--- src/rtl/core/pli_pkg.sv ---
`timescale 1ns / 1ps

package pli_pkg;

  localparam int DATA_W    = 24;
  localparam int MODE_W    = 2;
  localparam int ROW_W     = 8;
  localparam int PT_W      = 4;
  localparam int STAT_W    = 2;
  localparam int CNT_W     = 5;
  localparam int DEN_W     = DATA_W + 1;
  localparam int PROD_W    = 2 * DEN_W;
  localparam int QUO_W     = DEN_W;
  localparam int ROW_TAB_N = 1 << ROW_W;

  localparam int POINTS_DEF = 16;
  localparam int ROWS_DEF   = 256;

  localparam logic [CNT_W-1:0] PIU_RESET = CNT_W'(16);

  localparam logic [STAT_W-1:0] STAT_OK   = 2'd0;
  localparam logic [STAT_W-1:0] STAT_SAT  = 2'd1;
  localparam logic [STAT_W-1:0] STAT_ZERO = 2'd2;

  localparam logic signed [DATA_W-1:0] DATA_MAX = 24'sh7fffff;
  localparam logic signed [DATA_W-1:0] DATA_MIN = 24'sh800000;

  typedef enum logic [MODE_W-1:0] {
    MODE_BP    = 2'd0,
    MODE_VAL   = 2'd1,
    MODE_QUERY = 2'd2,
    MODE_NONE  = 2'd3
  } mode_e;

  typedef struct packed {
    logic [MODE_W-1:0]        mode;
    logic [ROW_W-1:0]         row;
    logic [PT_W-1:0]          point;
    logic signed [DATA_W-1:0] data;
  } item_t;

  typedef struct packed {
    logic signed [DATA_W-1:0] interpolated;
    logic [STAT_W-1:0]        status;
  } result_t;

  typedef struct packed {
    logic              start;
    logic [PROD_W-1:0] dividend;
    logic [DEN_W-1:0]  divisor;
  } div_req_t;

  typedef struct packed {
    logic done;
    logic ovf;
  } div_stat_t;

  // row number folded into the table range, one entry per possible row field
  typedef logic [11:0] row_tab_t [ROW_TAB_N];

  function automatic row_tab_t row_tab(int rows);
    row_tab_t t;
    int       r;
    r = 0;
    for (int i = 0; i < ROW_TAB_N; i++) begin
      t[i] = 12'(r);
      r = r + 1;
      if (r == rows) begin
        r = 0;
      end
    end
    return t;
  endfunction

endpackage

--- src/rtl/core/pli_div.sv ---
`timescale 1ns / 1ps

// Restoring divider, one quotient bit a cycle. A quotient that would not fit
// in QUO_W bits is flagged as overflow at once.
module pli_div import pli_pkg::*; (
  input  logic             clk_i,
  input  logic             rst_ni,
  input  div_req_t         req_i,
  output div_stat_t        stat_o,
  output logic [QUO_W-1:0] quo_o
);

  localparam int LOW_W = PROD_W - DEN_W;

  logic                busy_q;
  logic                done_q;
  logic                ovf_q;
  logic [CNT_W-1:0]    cnt_q;
  logic [DEN_W-1:0]    rem_q;
  logic [DEN_W-1:0]    dvs_q;
  logic [LOW_W-1:0]    sh_q;
  logic [QUO_W-1:0]    quo_q;

  logic [DEN_W:0]      trial;
  logic                fits;

  assign trial = {rem_q, sh_q[LOW_W-1]};
  assign fits  = trial >= {1'b0, dvs_q};

  always_ff @(posedge clk_i or negedge rst_ni) begin
    if (!rst_ni) begin
      busy_q <= 1'b0;
      done_q <= 1'b0;
      ovf_q  <= 1'b0;
      cnt_q  <= '0;
    end else begin
      done_q <= 1'b0;
      if (req_i.start) begin
        dvs_q <= req_i.divisor;
        sh_q  <= req_i.dividend[LOW_W-1:0];
        quo_q <= '0;
        if (req_i.dividend[PROD_W-1:LOW_W] >= req_i.divisor) begin
          ovf_q  <= 1'b1;
          done_q <= 1'b1;
        end else begin
          ovf_q  <= 1'b0;
          rem_q  <= req_i.dividend[PROD_W-1:LOW_W];
          cnt_q  <= CNT_W'(LOW_W);
          busy_q <= 1'b1;
        end
      end else if (busy_q) begin
        rem_q <= fits ? DEN_W'(trial - {1'b0, dvs_q}) : DEN_W'(trial);
        quo_q <= {quo_q[QUO_W-2:0], fits};
        sh_q  <= {sh_q[LOW_W-2:0], 1'b0};
        cnt_q <= cnt_q - CNT_W'(1);
        if (cnt_q == CNT_W'(1)) begin
          busy_q <= 1'b0;
          done_q <= 1'b1;
        end
      end
    end
  end

  assign stat_o.done = done_q;
  assign stat_o.ovf  = ovf_q;
  assign quo_o       = quo_q;

endmodule

--- config.mk ---
export PLATFORM = sky130hd
export DESIGN_NAME = pli_div
export DESIGN_NICKNAME = d
export VERILOG_FILES = /design/src/rtl/core/pli_pkg.sv /design/src/rtl/core/pli_div.sv
export SDC_FILE = /design/constraint.sdc
export NUM_CORES = 1
export LEC_CHECK = 0
export ABC_AREA = 0
export BUFFER_PORTS_ARGS = -buffer_cell sky130_fd_sc_hd__buf_2
export CAP_MARGIN = 20
export CORE_UTILIZATION = 50
export CTS_BUF_LIST = sky130_fd_sc_hd__clkbuf_4 sky130_fd_sc_hd__clkbuf_8
export CTS_CLUSTER_DIAMETER = 150
export DETAILED_ROUTE_END_ITERATION = 10
export PLACE_DENSITY_LB_ADDON = 0.25
export SLEW_MARGIN = 20
export SYNTH_ARGS = -nofsm -noshare
export SYNTH_HDL_FRONTEND = slang
export SYNTH_SLANG_ARGS = --single-unit
--- constraint.sdc ---
create_clock -name clk_i -period 4.1 [get_ports clk_i]
set_input_delay 0.205 -clock clk_i [delete_from_list [all_inputs] [get_ports clk_i]]
set_output_delay 0.205 -clock clk_i [all_outputs]
set_load 0.005 [all_outputs]
==> impl_metrics.yaml <==
critical_path:
  reg2reg_from: "sh_q[24]"
  critPathRequiredTime_ns: 4.22
  endpoint_kind: "flop"
  ff2ff_path_depth: 12
  start_kind: "flop"
  path_class: "flop to flop"
  rrSetupSlack_ns: 0.78
  worst-endpoint-arrival_ns: 3.44
  worstPathMaxFanout: 24
  rr_endpoint: "rem_q[23]"
pwr:
  p_leak_nw: 3.44
  pwr_density_cell_nw_per_um2: 387
  ir_worst_vdd_v: 0.000210
cells_and_area:
  fin_area_sq_um: 7580
  final_common_cell: "buf_2"
  drive_above_1_share: 0.226
  mostFrequentLayoutCells: "buf_2 (103), edfxtp_1 (100), inv_1 (65), ha_1 (52), nor2_1 (51)"
  syn_to_final_growth_pct: 13.6
  fill_cells: 1072
  nets: 842
grt:
  first_global_vias: 5080
  grt_antenna_before_repair: 1
  grt_max_degree: 64
  grt_first_pass_wirelength_microns: 24400
  grt_usage: 0.220
  overflow: 0
placement:
  dp_hpwl_microns: 11100
  placed_area_sq_um: 7350
  gp_congestion: 0.875
  port_buffers: 104
clocking:
  clkSinkCount: 108
  path_clk_slew_ns: 0.10
  cts_tree: "done"
  clk_latency_ns: 0.37
  cts_setup_buffers: 0
  cts_resized: 0
  cts.path.max_buffers: 2
  cts_buffers: 9
  htreeDepth: 3
  cts_root_buffer: "clkbuf_8"
synthesis:
  synth_edf_count: 100
  ys_ff_latch: 108
  ys.flop_type: "edfxtp_1"
  syn-num-nets: 748
  yosys_warnings: 0
  synthArstFlopShare: 0.0741
  syn_area_sq_um: 6670
  post_synth_num_cell_types: 59
  yosysTopAreaCellShare: 0.450
  yosys.area.top_type: "edfxtp_1"
  avgSynthCellArea_sq_um: 10.8
  synth_area_leaders: "edfxtp_1 (45%), ha_1 (9.7%), mux2_2 (4.4%)"
  yosysSeqAreaShare: 0.480
  synth_cells: 617
detailed_routing:
  drt-initial-drc-count: 387
  routed_via_density: 5.63
  final_antenna_net_count: 0
  remaining_drc_errors: 0
  wl_per_cell_microns: 16.5
  drt-total-wl_microns: 14700
  vias: 5013
  drt-pass1-iter-count: 4
worst_hold_path:
  holdPathEnd: "dvs_q[17]"
  min_path_type: "primary input to flop"
  holdPathStages: 1
  hold_path.startpoint: "req_i[17]"
timing:
  max_freq_ghz: 0.301
  fin_tns_setup_ns: 0
  tightest_slew_ns: 0.763
  rsz0062_at_grt: "no"
  max-slew-margin-rel: 0.492
  min_period_ns: 3.32
  finalSetupViolations: 0
  min_period_over_period: 0.810
  hold_viol: 0
  finClkSkew_ns: 0.0124
  slew_viol_final: 0
die:
  dieArea_sq_um: 13800
  core-area_sq_um: 12800
  num_io_pins: 105
  start_util: 0.520
  rows: 41
  die_y_microns: 118
  dieWidth_microns: 118
flow_run:
  max-cap-violations: 0
run_status:
  status: "finished clean"
==> through the flow <==
step / total power (W) / worst slack, ns / hold WS (ns) / cells / utilization
global route: 0.00309 / 0.562 / 0.00145 / 888 / 0.591
CTS: 0.00293 / 0.818 / 0.00319 / 887 / 0.590
floorplan: 0.00203 / 0.197 / -0.0906 / 617 / -
detailed placement: 0.00227 / 0.848 / 0.301 / 870 / 0.573
finish: 0.00293 / 0.780 / 0.0223 / 890 / 0.591
global placement: 0.00223 / 0.916 / 0.296 / 869 / 0.572
==> worst max-delay path, stage by stage (launching register included) <==
cell      delay [ns]
edfxtp_1        0.40
inv_1           0.07
ha_1            0.16
inv_1           0.05
fa_1            0.42
a211oi_1        0.43
o21ai_1         0.26
a211oi_2        0.26
o21ai_1         0.15
a21oi_4         0.15
buf_4           0.27
nor2_1          0.11
a221o_1         0.34
==> metal layers <==
| metal | global-route usage | up-vias | routed length [microns] |
|---|---|---|---|
| met1 | 0.279 | 2393 | 6250 |
| li1 | - | 2440 | - |
| met5 | 0 | - | 0 |
| met2 | 0.366 | 148 | 7230 |
| met3 | 0.0460 | 32 | 848 |
| met4 | 0.0881 | 0 | 374 |
==> flip-flops by register name (all words and copies together), names as in the netlist <==
| name | cells |
|---|---|
| rem_q | 25 |
| quo_o | 25 |
| cnt_q | 5 |
| sh_q | 25 |
| ovf_q | 1 |
| busy_q | 1 |
| dvs_q | 25 |
| done_q | 1 |
==> logic make-up (layout without fill, tap and decap cells) <==
family,count (synthesis),in the layout,share of synthesized area
flops,108,108,0.480
other cells,0,2,0
mux,52,52,0.0829
fa+ha+maj,53,53,0.100
buf+inv,95,194,0.0570
xor+xnor,20,20,0.0262
simple gates,134,134,0.0990
compound gates,155,155,0.154
==> cell type report <==
class | instances | area (sq um) | area share
inverter | 65 | 244 | 0.0322
clock inverter | 3 | 46.3 | 0.00611
multi-input combinational | 414 | 3100 | 0.409
antenna | 2 | 5.00 | 0.000660
sequential | 108 | 3200 | 0.423
clock buffer | 13 | 160 | 0.0211
timing repair buffer | 113 | 603 | 0.0796
tap | 172 | 215 | 0.0284
==> worst max-delay path by stage <==
| stage | slack (ns) | cells past startpoint | from | to |
|---|---|---|---|---|
| final | 0.78 | 12 | sh_q[24] | rem_q[23] |
| after global placement | 0.92 | 12 | sh_q[24] | rem_q[20] |
| after CTS | 0.82 | 13 | sh_q[24] | rem_q[4] |
| after floorplan | 0.20 | 9 | req_i[14] | rem_q[0] |
| after detailed placement | 0.85 | 12 | sh_q[24] | rem_q[23] |
| after global routing | 0.56 | 13 | sh_q[24] | rem_q[11] |
==> cells in the mapped netlist (3+ instances only) <==
| library cell | number |
|---|---|
| edfxtp_1 | 100 |
| inv_1 | 65 |
| ha_1 | 52 |
| nor2_1 | 51 |
| a21oi_1 | 46 |
| nand2_1 | 27 |
| mux2_2 | 26 |
| mux2i_1 | 26 |
| o21ai_0 | 26 |
| a21o_1 | 19 |
| clkbuf_1 | 16 |
| a211oi_1 | 15 |
| o21a_1 | 12 |
| xnor2_1 | 11 |
| nor2b_1 | 9 |
| xor2_1 | 9 |
| dfrtp_1 | 8 |
| nand4_1 | 7 |
| buf_1 | 5 |
| buf_4 | 5 |
| nand2b_1 | 5 |
| nor3_1 | 5 |
| o21bai_1 | 5 |
| buf_2 | 4 |
| nand3_1 | 4 |
| nor3b_1 | 4 |
| o211ai_1 | 4 |
| a221o_1 | 3 |
| and2_1 | 3 |
| and3_1 | 3 |
| and4_1 | 3 |
| nor4_1 | 3 |
| o21ai_1 | 3 |
| or2_2 | 3 |
==> power by group <==
group | leakage [nW] | internal [W] | switching, W | total, W
Clock | 0.104 | 0.000322 | 0.000350 | 0.000671
Combinational | 2.28 | 0.000372 | 0.000485 | 0.000857
Sequential | 1.06 | 0.00134 | 0.0000618 | 0.00140
Total | 3.44 | 0.00203 | 0.000897 | 0.00293
==> repair_timing <==
action / in CTS / in global routing
hold buffers: 1 / 1
hold endpoints to repair: 8 / 1
setup endpoints to repair: 0 / 0
No activity file was read; power rests on OpenSTA's default activity.
